===== src/plc_pkg.sv =====
// ----------------------------------------------------------------------------
// plc_pkg
// Shared types and constants for the polyline length and shape check.
// ----------------------------------------------------------------------------
`default_nettype none

package plc_pkg;

   localparam int PLC_COORD_BITS = 16;
   localparam int PLC_FRAC_BITS  = 8;
   localparam int PLC_SUM_BITS   = 35;
   localparam int PLC_MIN_POINTS = 4;
   localparam int PLC_PTS_BITS   = 3;
   localparam int PLC_DIGIT_BITS = 2;

   typedef struct packed {
      logic signed [PLC_COORD_BITS-1:0] point_x;
      logic signed [PLC_COORD_BITS-1:0] point_y;
      logic                             last_point;
   } plc_req_type;

   typedef struct packed {
      logic [PLC_SUM_BITS-1:0] total_length;
      logic                    sides_equal;
      logic                    is_closed;
      logic                    is_regular;
      logic                    too_few_points;
   } plc_rsp_type;

   typedef enum logic [2:0] {
      ST_IDLE,
      ST_DIFF,
      ST_MULX,
      ST_MULY,
      ST_ROOT,
      ST_DONE
   } plc_state_type;

   typedef struct packed {
      logic load;
      logic diff;
      logic mul_x;
      logic mul_y;
      logic root_step;
      logic finish;
   } plc_cmd_type;

   typedef struct packed {
      logic first_point;
      logic last;
      logic root_done;
      logic out_blocked;
   } plc_status_type;

endpackage

`default_nettype wire


===== src/plc_ctrl.sv =====
// ----------------------------------------------------------------------------
// plc_ctrl
// Sequencer: accept a point, run difference, squares and root (skipped for the
// first point of a polyline), then finish.
`default_nettype none

module plc_ctrl (
   input  wire logic                    clock,
   input  wire logic                    reset,
   input  wire logic                    req_valid,
   output logic                         req_ready,
   input  wire plc_pkg::plc_status_type status,
   output plc_pkg::plc_cmd_type         cmd
);
   import plc_pkg::*;

   plc_state_type state_ff, state_in;

   always_ff @(posedge clock) begin
      if (reset) begin
         state_ff <= ST_IDLE;
      end else begin
         state_ff <= state_in;
      end
   end

   always_comb begin
      state_in = state_ff;
      case (state_ff)
         ST_IDLE: begin
            if (req_valid) begin
               state_in = status.first_point ? ST_DONE : ST_DIFF;
            end
         end
         ST_DIFF: state_in = ST_MULX;
         ST_MULX: state_in = ST_MULY;
         ST_MULY: state_in = ST_ROOT;
         ST_ROOT: begin
            if (status.root_done) begin
               state_in = ST_DONE;
            end
         end
         ST_DONE: begin
            if (!(status.last && status.out_blocked)) begin
               state_in = ST_IDLE;
            end
         end
         default: state_in = ST_IDLE;
      endcase
   end

   always_comb begin
      req_ready     = 1'b0;
      cmd           = '0;
      case (state_ff)
         ST_IDLE: begin
            req_ready = 1'b1;
            cmd.load  = req_valid;
         end
         ST_DIFF: cmd.diff      = 1'b1;
         ST_MULX: cmd.mul_x     = 1'b1;
         ST_MULY: cmd.mul_y     = 1'b1;
         ST_ROOT: cmd.root_step = 1'b1;
         ST_DONE: cmd.finish    = !(status.last && status.out_blocked);
         default: cmd           = '0;
      endcase
   end

endmodule

`default_nettype wire


===== src/plc_dpath.sv =====
// ----------------------------------------------------------------------------
// plc_dpath
// Point registers, shared squarer, digit-by-digit square root, totals.
// ----------------------------------------------------------------------------
`default_nettype none

module plc_dpath #(
   parameter int FRAC_BITS = plc_pkg::PLC_FRAC_BITS
) (
   input  wire logic                  clock,
   input  wire logic                  reset,
   input  wire plc_pkg::plc_req_type  req_data,
   input  wire plc_pkg::plc_cmd_type  cmd,
   output plc_pkg::plc_status_type    status,
   output logic                       rsp_valid,
   input  wire logic                  rsp_ready,
   output plc_pkg::plc_rsp_type       rsp_data
);
   import plc_pkg::*;

   localparam int CB      = PLC_COORD_BITS;
   localparam int SQ_BITS = 2 * CB + 1;
   localparam int ROOT_W  = (SQ_BITS + 2 * FRAC_BITS + 1) / 2;
   localparam int RAD_W   = 2 * ROOT_W;
   localparam int REM_W   = ROOT_W + PLC_DIGIT_BITS;
   localparam int CNT_W   = $clog2(ROOT_W);
   localparam int ACC_W   = ((ROOT_W > PLC_SUM_BITS) ? ROOT_W : PLC_SUM_BITS) + 1;
   localparam logic [PLC_SUM_BITS-1:0] SUM_MAX = '1;

   logic signed [CB-1:0]       cur_x_ff, cur_y_ff, first_x_ff, first_y_ff;
   logic signed [CB-1:0]       prev_x_ff, prev_y_ff;
   logic                       last_ff;
   logic [CB-1:0]              adx_ff, ady_ff;
   logic [SQ_BITS-1:0]         sq_ff, sq_in, first_sq_ff;
   logic [RAD_W-1:0]           rad_ff;
   logic [REM_W-1:0]           rem_ff;
   logic [ROOT_W-1:0]          root_ff;
   logic [CNT_W-1:0]           cnt_ff;
   logic [PLC_SUM_BITS-1:0]    sum_ff;
   logic                       equal_ff;
   logic [PLC_PTS_BITS-1:0]    pts_ff;
   logic                       rsp_valid_ff;
   plc_rsp_type                rsp_ff;

   logic signed [CB:0]         dx, dy;
   logic [CB-1:0]              adx, ady, mul_a;
   logic [2*CB-1:0]            prod;
   logic [REM_W-1:0]           rem_shift, trial;
   logic [ACC_W-1:0]           acc;
   logic [PLC_SUM_BITS-1:0]    sum_next;
   logic                       equal_next, closed, too_few;
   logic [PLC_PTS_BITS-1:0]    pts_next;

   assign dx  = {cur_x_ff[CB-1], cur_x_ff} - {prev_x_ff[CB-1], prev_x_ff};
   assign dy  = {cur_y_ff[CB-1], cur_y_ff} - {prev_y_ff[CB-1], prev_y_ff};
   assign adx = dx[CB] ? CB'(-dx) : dx[CB-1:0];
   assign ady = dy[CB] ? CB'(-dy) : dy[CB-1:0];

   assign mul_a = cmd.mul_y ? ady_ff : adx_ff;
   assign prod  = mul_a * mul_a;
   assign sq_in = cmd.mul_y ? sq_ff + SQ_BITS'(prod) : SQ_BITS'(prod);

   assign rem_shift = {rem_ff[REM_W-PLC_DIGIT_BITS-1:0],
                       rad_ff[RAD_W-1 -: PLC_DIGIT_BITS]};
   assign trial     = {root_ff, 2'b01};

   assign acc      = ACC_W'(sum_ff) + ACC_W'(root_ff);
   assign sum_next = (acc > ACC_W'(SUM_MAX)) ? SUM_MAX : acc[PLC_SUM_BITS-1:0];

   assign equal_next = (pts_ff < PLC_PTS_BITS'(2)) ? equal_ff
                                                   : (equal_ff && (sq_ff == first_sq_ff));
   assign closed     = (cur_x_ff == first_x_ff) && (cur_y_ff == first_y_ff);
   assign pts_next   = (pts_ff < PLC_PTS_BITS'(PLC_MIN_POINTS)) ? pts_ff + 1'b1 : pts_ff;
   assign too_few    = pts_next < PLC_PTS_BITS'(PLC_MIN_POINTS);

   always_ff @(posedge clock) begin
      if (cmd.load) begin
         cur_x_ff <= req_data.point_x;
         cur_y_ff <= req_data.point_y;
         last_ff  <= req_data.last_point;
      end
      if (cmd.diff) begin
         adx_ff <= adx;
         ady_ff <= ady;
      end
      if (cmd.mul_x || cmd.mul_y) begin
         sq_ff <= sq_in;
      end
      if (cmd.mul_y) begin
         rad_ff  <= RAD_W'(sq_in) << (2 * FRAC_BITS);
         rem_ff  <= '0;
         root_ff <= '0;
         cnt_ff  <= '0;
      end
      if (cmd.root_step) begin
         rad_ff <= rad_ff << PLC_DIGIT_BITS;
         cnt_ff <= cnt_ff + 1'b1;
         if (rem_shift >= trial) begin
            rem_ff  <= rem_shift - trial;
            root_ff <= {root_ff[ROOT_W-2:0], 1'b1};
         end else begin
            rem_ff  <= rem_shift;
            root_ff <= {root_ff[ROOT_W-2:0], 1'b0};
         end
      end
      if (cmd.finish) begin
         prev_x_ff <= cur_x_ff;
         prev_y_ff <= cur_y_ff;
         if (pts_ff == '0) begin
            first_x_ff <= cur_x_ff;
            first_y_ff <= cur_y_ff;
         end
         if (pts_ff == PLC_PTS_BITS'(1)) begin
            first_sq_ff <= sq_ff;
         end
         if (last_ff) begin
            if (too_few) begin
               rsp_ff <= '{total_length: '0, sides_equal: 1'b0, is_closed: 1'b0,
                           is_regular: 1'b0, too_few_points: 1'b1};
            end else begin
               rsp_ff <= '{total_length: sum_next, sides_equal: equal_next,
                           is_closed: closed, is_regular: closed && equal_next,
                           too_few_points: 1'b0};
            end
         end
      end
   end

   always_ff @(posedge clock) begin
      if (reset) begin
         sum_ff       <= '0;
         equal_ff     <= 1'b1;
         pts_ff       <= '0;
         rsp_valid_ff <= 1'b0;
      end else begin
         if (cmd.finish) begin
            if (last_ff) begin
               sum_ff   <= '0;
               equal_ff <= 1'b1;
               pts_ff   <= '0;
            end else begin
               if (pts_ff != '0) begin
                  sum_ff <= sum_next;
               end
               equal_ff <= equal_next;
               pts_ff   <= pts_next;
            end
         end
         if (cmd.finish && last_ff) begin
            rsp_valid_ff <= 1'b1;
         end else if (rsp_ready) begin
            rsp_valid_ff <= 1'b0;
         end
      end
   end

   assign status.first_point = (pts_ff == '0);
   assign status.last        = last_ff;
   assign status.root_done   = (cnt_ff == CNT_W'(ROOT_W - 1));
   assign status.out_blocked = rsp_valid_ff && !rsp_ready;

   assign rsp_valid = rsp_valid_ff;
   assign rsp_data  = rsp_ff;

endmodule

`default_nettype wire


===== src/polyline_length_and_shape_check.sv =====
// ----------------------------------------------------------------------------
// polyline_length_and_shape_check
// Sums side lengths of a polyline and reports equal sides, closure, shape.
//
//   channel  dir  handshake            beat
//   req      in   req_valid/ready      point_x, point_y, last_point
//   rsp      out  rsp_valid/ready      total_length, flags (last point only)
//
// The first point of a polyline is accepted and then finished directly; any
// other point runs accept, difference, two squarings on one shared squarer,
// root steps of one two-bit digit each, then finish.
// Reset is synchronous and clears the sequencer, totals and result valid.
// A result waits in its output register; a final point holds in its finish
// cycle while the previous result is still untaken.
// ----------------------------------------------------------------------------
`default_nettype none

module polyline_length_and_shape_check #(
   parameter int FRAC_BITS = plc_pkg::PLC_FRAC_BITS
) (
   input  wire logic                 clock,
   input  wire logic                 reset,
   input  wire logic                 req_valid,
   output logic                      req_ready,
   input  wire plc_pkg::plc_req_type req_data,
   output logic                      rsp_valid,
   input  wire logic                 rsp_ready,
   output plc_pkg::plc_rsp_type      rsp_data
);
   import plc_pkg::*;

   plc_cmd_type    cmd;
   plc_status_type status;

   plc_ctrl u_ctrl (
      .clock     (clock),
      .reset     (reset),
      .req_valid (req_valid),
      .req_ready (req_ready),
      .status    (status),
      .cmd       (cmd)
   );

   plc_dpath #(
      .FRAC_BITS (FRAC_BITS)
   ) u_dpath (
      .clock     (clock),
      .reset     (reset),
      .req_data  (req_data),
      .cmd       (cmd),
      .status    (status),
      .rsp_valid (rsp_valid),
      .rsp_ready (rsp_ready),
      .rsp_data  (rsp_data)
   );

   a_busy_after_accept: assert property (@(posedge clock) disable iff (reset)
      (req_valid && req_ready) |=> !req_ready)
      else $error("ready high right after an accepted beat");

   a_result_from_finish: assert property (@(posedge clock) disable iff (reset)
      $rose(rsp_valid) |-> $past(cmd.finish && status.last))
      else $error("result raised without a finishing final point");

   a_too_few_clean: assert property (@(posedge clock) disable iff (reset)
      (rsp_valid && rsp_data.too_few_points) |->
         (rsp_data.total_length == '0 && !rsp_data.sides_equal &&
          !rsp_data.is_closed && !rsp_data.is_regular))
      else $error("too-few-points result carries nonzero fields");

endmodule

`default_nettype wire


===== config.mk =====
export PLATFORM = sky130hd
export DESIGN_NAME = polyline_length_and_shape_check
export DESIGN_NICKNAME = d
export VERILOG_FILES = /design/src/plc_pkg.sv /design/src/plc_ctrl.sv /design/src/plc_dpath.sv /design/src/polyline_length_and_shape_check.sv
export SDC_FILE = /design/constraint.sdc
export NUM_CORES = 1
export LEC_CHECK = 0
export BUFFER_PORTS_ARGS = -buffer_cell sky130_fd_sc_hd__buf_4
export CAP_MARGIN = 20
export CORE_MARGIN = 1
export CORE_UTILIZATION = 35
export CTS_BUF_LIST = sky130_fd_sc_hd__clkbuf_8
export DETAILED_ROUTE_END_ITERATION = 6
export PLACE_DENSITY_LB_ADDON = 0.1
export SETUP_SLACK_MARGIN = 0.02
export SYNTH_ARGS = -nofsm -noshare
export SYNTH_HDL_FRONTEND = slang
export SYNTH_HIERARCHICAL = 1
export SYNTH_SLANG_ARGS = --single-unit

===== constraint.sdc =====
create_clock -name clock -period 12.85 [get_ports clock]
set_input_delay 1.9275 -clock clock [delete_from_list [all_inputs] [get_ports clock]]
set_output_delay 1.9275 -clock clock [all_outputs]
set_load 0.005 [all_outputs]

# Word-level counts from Yosys, hierarchy flattened
# Cells that the tools add are included.
[word_totals]
input_bits = 37
register_bits = 366
output_inout_bits = 41
wordCells = 110
[classes]
eq_ne = 13
mul = 1
n_lt_le_gt_ge = 5
reduce_logical = 20
n_addsub = 9
mux = 36
[ops]
columns = ["operator", "count"]
rows = [
  ["25-bit 2-to-1 mux", 5],
  ["35-bit 2-to-1 mux", 3],
  ["50-bit 2-to-1 mux", 2],
  ["16-bit 2-to-1 mux", 3],
  ["35-bit by 25-bit adder with 36-bit output", 1],
  ["36-bit by 35-bit > comparator with 1-bit output (second input constant)", 1],
  ["16-bit by 16-bit subtractor with 17-bit output", 2],
  ["33-bit by 32-bit adder with 33-bit output", 1],
  ["33-bit equality test", 1],
  ["33-bit 2-to-1 mux", 1],
  ["16-bit equality test", 2],
  ["16-bit by 16-bit multiplier with 32-bit output", 1],
  ["16-bit negator", 2],
  ["27-bit greater-or-equal comparator", 1],
  ["25-bit subtractor", 1],
  ["3-bit 2-to-1 mux", 6],
  ["3-bit case mux with 6 select lines", 1],
  ["1-bit 2-to-1 mux", 13],
  ["5-bit 2-to-1 mux", 2],
  ["2-bit AND reduction", 4],
  ["3-bit by 1-bit equality test with 1-bit output (second input constant)", 2],
  ["3-bit by 2-bit equality test with 1-bit output (second input constant)", 2],
  ["3-bit equality test (second input constant)", 2],
  ["1-bit logical AND", 6],
  ["other kinds (12)", 19],
]

# Depth between registers and ports, before layout
# Gate-level depths: netlist of run 1.
[depth]
depth_word = 8
ltp_mapped = 38
depth_no_buf = 35

# Modules after synthesis
# The synthesis of run 1 kept the hierarchy.
[by_module_without_submodules]
columns = ["mod", "cells_each", "n_inst", "seq_area_each_um2", "area_each_um2"]
rows = [
  ["plc_dpath", 2681, 1, 10500.1, 27625.2],
  ["plc_ctrl", 26, 1, 60.1, 250.2],
]

# Least setup slack after synthesis of run 1
# Ideal clock, no wire load.
[synth_path]
path_type = "reg-to-reg"
startpoint = "reg u_ctrl.state_ff[1]"
endpoint = "reg u_dpath.rad_ff[46] (data pin)"
t_arrival_ns = 9.481
path_slack_ns = 3.109
required_ns = 12.590
synth_period_minus_slack_ns = 9.741
n_path_buf = 3
path_stages_with_launch = 39
setup_time_ns = 0.260
path_cell_list = "dfxtp_1 -> buf_2 -> and3b_1 -> clkbuf_1 -> clkbuf_1 -> mux2i_1 -> clkinv_1 -> nand2_1 -> inv_1 -> fa_1 -> inv_1 -> fa_1 -> inv_1 -> fa_1 -> inv_1 -> fa_1 -> inv_1 -> fa_1 -> [... 3 more ...] -> ha_1 -> and3_1 -> a221o_1 -> a21oi_1 -> a21oi_1 -> and3_1 -> o21ai_0 -> xnor2_1 -> ha_1 -> and4_1 -> nand2_1 -> or2_2 -> o221ai_1 -> o211ai_1 -> a21oi_1 -> xor2_1 -> mux2_2 -> mux2_2"
[synth_rtl]
columns = ["element", "line_no", "text"]
rows = [
  ["start, declared", "plc_ctrl.sv:17", "plc_state_type state_ff, state_in;"],
  ["start signal, assigned", "plc_ctrl.sv:23", "state_ff <= state_in;"],
  ["end signal, assigned", "plc_dpath.sv:90", "rad_ff <= RAD_W'(sq_in) << (2 * FRAC_BITS);"],
  ["end signal, assigned", "plc_dpath.sv:96", "rad_ff <= rad_ff << PLC_DIGIT_BITS;"],
  ["end, declared", "plc_dpath.sv:35", "logic [RAD_W-1:0] rad_ff;"],
]

==> flow_metrics.py, run 1 <==
metrics = {
    "status": {
        "status": "complete, no violations",
    },
    "logic_synthesis": {
        "yosys.area_share.simple_pct": 12.05,
        "syn_avg_cell_area_um2": 10.30,
        "synthXorXnorAreaFrac_pct": 6.944,
        "synth_edf_count": 323,
        "synthAdderAreaFrac_pct": 21.84,
        "postSynthCellCount": 2707,
        "synth_nets": 3132,
        "synth_compound_area_share_pct": 12.72,
        "synth_top_family_by_area": "adder cells",
        "synth-seq-cells": 366,
        "ys_seq_area_share_pct": 37.88,
        "syn_area_mm2": 0.02788,
        "synthMuxAreaShare_pct": 2.608,
        "synthArstFlopShare_pct": 0,
        "synth_cell_type_count": 85,
        "synth_warnings": 6,
        "synthFlopType": "edfxtp_1",
    },
    "sta": {
        "relSlewSlack_pct": 30.13,
        "fin_worst_skew_ns": 0.03198,
        "max_freq_ghz": 0.09232,
        "tightest_slew_ns": 1.048,
        "fin_hold_ws_ns": 0.4533,
        "tns_ns": 0,
        "rsz0062_at_grt": "false",
        "setup_slack_ns": 2.018,
        "drv_slew": 0,
        "hold_viol": 0,
        "fin_crit_ns": 10.83,
        "setup_viol": 0,
        "period_share_pct": 84.30,
    },
    "setup_path": {
        "reg2regPathDepth": 35,
        "slowest_stage": "mux2i_1",
        "cp.required_ns": 13.23,
        "rrSetupSlack_ns": 2.02,
        "crit_fanout": 22,
        "crit_top_cell": "inv_1",
        "end_kind": "register",
        "critPathMaxStageDelay_ns": 0.76,
        "arrival_ns": 11.21,
        "crit_type": "register to register",
        "start_kind": "register",
    },
    "placed_design": {
        "dpl_worst_slack_ns": 2.104,
        "dp.cells": 3775,
        "gp_congestion": 0.8858,
        "dp_hpwl_mm": 55.40,
        "numPortBuffers": 77,
    },
    "drt": {
        "num_vias": 20065,
        "drtIter0Drc": 1023,
        "viasPerCell": 5.138,
        "drt-total-wl_mm": 71.70,
        "remaining_drc_errors": 0,
        "ant_nets": 0,
        "wl_per_cell_um": 18.36,
        "drt_first_pass_iters": 5,
    },
    "finish": {
        "fin_cells": 3905,
        "area_delta_synth_final_pct": 11.52,
        "fill_cells": 7859,
        "drive_gt1_share_pct": 10.41,
        "final_nets": 3224,
    },
    "grt": {
        "antenna_found_initial": 2,
        "grt_max_degree": 76,
        "track_usage_pct": 17.97,
        "grt_pass1_vias": 20905,
        "grt-ovfl-total": 0,
        "grt_pass1_wl_mm": 115.6,
    },
    "clock_network": {
        "htreeDepth": 3,
        "clkSinkCount": 366,
        "cts_buffers": 71,
        "cts_tree": "built",
        "cts_root_buf": "clkbuf_8",
        "clk-insertion-delay-late_ns": 0.66,
        "clk_pin_slew_ns": 0.06,
        "clock_path_buffers": 3,
        "holdBufCountCts": 0,
        "cts_resized": 0,
        "cts_setup_buffers": 0,
    },
    "die": {
        "die_area_mm2": 0.08078,
        "initial_core_util_pct": 35.34,
        "ios": 78,
        "die_width_um": 284.2,
        "dieHeight_um": 284.2,
        "core_area_mm2": 0.07887,
        "core.rowCount": 103,
    },
    "worst_hold_path": {
        "hold_depth": 2,
        "hold_class": "register to register",
    },
    "flow_run": {
        "drv_cap": 0,
    },
}
worst max-delay path: cells and delay by family (launching register included):
kind,cells,cell delay [ns]
adder cells (fa/ha/maj),8,3.69
AND/OR/NAND/NOR,7,2.07
AO/OA/AOI/OAI,7,1.70
multiplexers,3,1.30
buffers and inverters,8,0.98
flip-flops,1,0.59
XOR/XNOR,2,0.23
registers in the layout, summed over array words and instances (netlist names), 25 cells and up:
name                 count
u_dpath/first_sq_ff     33
u_dpath/rsp_data        39
u_dpath/rem_ff          25
u_dpath/rad_ff          34
u_dpath/sum_ff          35
u_dpath/sq_ff           33
u_dpath/root_ff         25
cells in the final DEF, fill, tap and decap left out, drive strengths merged, types with 21 or more instances in the layout:
| cell type | Yosys | routed |
|---|---|---|
| ha | 225 | 225 |
| and3 | 28 | 28 |
| nor2 | 237 | 237 |
| edfxtp | 323 | 323 |
| fa | 163 | 163 |
| o21ai | 95 | 95 |
| clkbuf | 59 | 79 |
| mux2 | 53 | 53 |
| xnor2 | 135 | 135 |
| a21oi | 136 | 136 |
| dfxtp | 43 | 43 |
| nand2 | 179 | 179 |
| xor2 | 86 | 86 |
| a21o | 62 | 62 |
| nor2b | 24 | 24 |
| nor3 | 42 | 42 |
| nand4 | 29 | 29 |
| clkinv | 7 | 24 |
| inv | 346 | 370 |
| o21a | 21 | 21 |
| a31oi | 30 | 30 |
| nand3 | 56 | 56 |
| buf | 21 | 99 |
| o31ai | 25 | 25 |
path summary, 6_finish.rpt:
kind / start / endpoint
setup / recovery: u_ctrl/state_ff[0] / u_dpath/rad_ff[46]
hold / removal: u_dpath/sum_ff[20] / u_dpath/sum_ff[20]
setup reg to reg: u_ctrl/state_ff[0] / u_dpath/rad_ff[46]
hold reg to reg: u_dpath/sum_ff[20] / u_dpath/sum_ff[20]
Yosys cell counts, drive strengths merged, types with 53 or more instances:
library cell / n / area share, %
inv: 346 / 4.7
edfxtp: 323 / 35
a21oi: 136 / 2.4
nand2: 179 / 2.4
clkbuf: 59 / 0.79
xor2: 86 / 2.7
fa: 163 / 12
o21ai: 95 / 1.7
xnor2: 135 / 4.2
nand3: 56 / 1.1
mux2: 53 / 2.1
nor2: 237 / 3.2
a21o: 62 / 1.7
ha: 225 / 10
metrics by stage:
step,utilization [%],instance area (um^2)
6_report,39.41,31090
3_5_place_dp,37.58,29640
5_1_grt,39.41,31080
4_1_cts,39.39,31070
3_3_place_gp,37.58,29640
2_1_floorplan,-,27880
metal layers:
metal | up-vias | share of wire [%] | wire length [um] | global-route usage [%]
li1 | 9675 | - | - | -
met1 | 9895 | 48 | 34160 | 24.53
met2 | 394 | 46 | 32930 | 29.20
met3 | 101 | 4.2 | 2999 | 2.945
met4 | 0 | 2.3 | 1617 | 5.242
met5 | - | 0 | 0 | 0
area by class of cell:
class	instances	area (um^2)	area share, %
clock inverters	47	346.6	1.115
repair buffers	99	743.2	2.391
flip-flops and latches	366	10560	33.97
inverters	353	1326	4.266
diodes	3	7.507	0.02415
multi-input cells	1908	15700	50.51
clock buffers	79	1087	3.498
well taps	1050	1314	4.226
logic make-up (layout without fill, tap and decap cells):
group	count (synthesis)	in the layout
xor+xnor	221	221
fa+ha+maj	389	389
mux	66	66
other cells	0	3
simple gates	709	709
flops	366	366
compound gates	523	523
buf+inv	433	578
Power of run 1 is left out: the tool's default activity adds up to more than one toggle a clock period on the data nets, which glitch-free logic cannot reach.
==> inputs of run 2 (changes only) <==
==> constraint.sdc (replaced) <==
create_clock -name clock -period 10.7 [get_ports clock]
set_input_delay 1.605 -clock clock [delete_from_list [all_inputs] [get_ports clock]]
set_output_delay 1.605 -clock clock [all_outputs]
set_load 0.005 [all_outputs]
==> run 2 against run 1 <==
Effect of this change:
- non-clock buffer count increased by 12
- clock skew increased by 0.0068 ns
- register-to-register slack got worse by 1.2 ns
- fmax increased by 9.1%
- first-iteration DRC count increased by 9.4%
- via count decreased by 0.31%
- final cell count increased by 0.41%
- critical path depth unchanged
- global-route usage increased by 0.34 points
- highest routed layer is now met5
==> flow_metrics.py, run 2 (same netlist as run 1, synthesis figures left out) <==
metrics = {
    "setup_path": {
        "start_kind": "register",
        "crit_fanout": 16,
        "end_kind": "register",
        "rr_endpoint": "u_dpath/rad_ff[46]",
        "rrSetupSlack_ns": 0.77,
        "arrival_ns": 10.30,
        "crit_top_cell": "inv_1",
        "crit_type": "register to register",
        "reg2regPathDepth": 35,
        "r2r-start": "u_ctrl/state_ff[0]",
        "slowest_stage": "dfxtp_1",
        "cp.required_ns": 11.07,
        "crit_buf_inv": 8,
        "critPathMaxStageDelay_ns": 0.59,
        "crit_family": "adder cells",
    },
    "clock_network": {
        "htreeDepth": 3,
        "clkSinkCount": 366,
        "cts_tree": "built",
        "cts_buffers": 73,
        "cts_resized": 0,
        "holdBufCountCts": 0,
        "cts_root_buf": "clkbuf_8",
        "clk_pin_slew_ns": 0.06,
        "cts_setup_buffers": 0,
        "clock_path_buffers": 3,
        "clk-insertion-delay-late_ns": 0.65,
    },
    "flow_run": {
        "drv_cap": 0,
    },
    "sta": {
        "tightest_slew_ns": 1.066,
        "relSlewSlack_pct": 28.95,
        "period_share_pct": 92.81,
        "drv_slew": 0,
        "hold_viol": 0,
        "rsz0062_at_grt": "false",
        "fin_crit_ns": 9.931,
        "max_freq_ghz": 0.1007,
        "tns_ns": 0,
        "setup_viol": 0,
        "fin_worst_skew_ns": 0.03875,
    },
    "die": {
        "ios": 78,
        "core.rowCount": 103,
        "core_area_mm2": 0.07887,
        "dieHeight_um": 284.2,
        "die_width_um": 284.2,
        "die_area_mm2": 0.08078,
        "initial_core_util_pct": 35.34,
    },
    "status": {
        "status": "complete, no violations",
    },
    "drt": {
        "drt_first_pass_iters": 5,
        "drtIter0Drc": 1119,
        "remaining_drc_errors": 0,
        "num_vias": 20002,
        "drt-total-wl_mm": 73.87,
        "ant_nets": 0,
        "viasPerCell": 5.101,
        "wl_per_cell_um": 18.84,
    },
    "grt": {
        "grt_pass1_wl_mm": 116.2,
        "antenna_found_initial": 2,
        "grt_pass1_vias": 20438,
        "grt_max_degree": 78,
        "grt-ovfl-total": 0,
        "track_usage_pct": 18.31,
    },
    "placed_design": {
        "dp_hpwl_mm": 57.01,
        "gp_congestion": 0.9078,
        "numPortBuffers": 77,
    },
    "worst_hold_path": {
        "worstHoldStart": "u_dpath/sum_ff[20]",
        "hold_class": "register to register",
        "hold_end": "u_dpath/sum_ff[20]",
        "hold_depth": 2,
    },
    "finish": {
        "final_nets": 3238,
        "mostFrequentLayoutCells": "inv_1, edfxtp_1, nor2_1",
        "fill_cells": 7840,
        "regArea_mm2": 0.01056,
        "largest_reg_flops": 39,
        "area_delta_synth_final_pct": 12.15,
        "drive_gt1_share_pct": 10.91,
        "multi_input_area_mm2": 0.01572,
        "final_common_cell": "inv_1",
    },
}
==> run 2: through the flow <==
| step | hold slack (ns) | instance area, um^2 | setup slack, ns | util (%) | cells |
|---|---|---|---|---|---|
| final | 0.4555 | 31260 | 0.7692 | 39.64 | 3921 |
| after CTS | 0.4587 | 31210 | 0.4209 | 39.57 | 3917 |
| after floorplan | 0.4291 | 27880 | 0.9594 | - | 2707 |
| after detailed placement | 0.4502 | 29720 | 0.4685 | 37.68 | 3786 |
| after global routing | 0.4776 | 31260 | 0.1490 | 39.63 | 3920 |
| after global placement | 0.4451 | 29720 | 0.6865 | 37.68 | 3786 |
==> run 2: per-layer routing <==
layer,wire (um),global-route usage [%]
met1,35490,25.25
met2,33490,29.43
met3,3169,3.122
met4,1703,5.148
met5,12,0
==> run 2: cell type report <==
cell class	instances	area share (%)
multi-input cells	1908	50.27
flip-flops and latches	366	33.78
inverters	353	4.242
diodes	2	0.01601
clock buffers	80	3.522
repair buffers	111	2.730
clock inverters	51	1.241
well taps	1050	4.202
==> run 2: worst max-delay path by stage <==
stage                             startpoint            endpoint  slack, ns  cells after the start
after floorplan           u_ctrl/state_ff[1]  u_dpath/rad_ff[46]       0.96                     38
final                     u_ctrl/state_ff[0]  u_dpath/rad_ff[46]       0.77                     35
after global placement    u_ctrl/state_ff[0]  u_dpath/rad_ff[46]       0.69                     32
after global routing      u_ctrl/state_ff[0]  u_dpath/rad_ff[46]       0.15                     35
after CTS                 u_ctrl/state_ff[0]  u_dpath/rad_ff[46]       0.42                     32
after detailed placement  u_ctrl/state_ff[0]  u_dpath/rad_ff[46]       0.47                     32
==> run 2: worst register-to-register path, delay by kind of cell, from the launching register on <==
kind / cells / cell delay (ns)
buf+inv: 8 / 0.71
simple gates: 7 / 1.88
xor+xnor: 2 / 0.24
mux: 3 / 0.85
fa+ha+maj: 8 / 3.71
flops: 1 / 0.59
compound gates: 7 / 1.68
Power of run 2 is left out for the same reason.
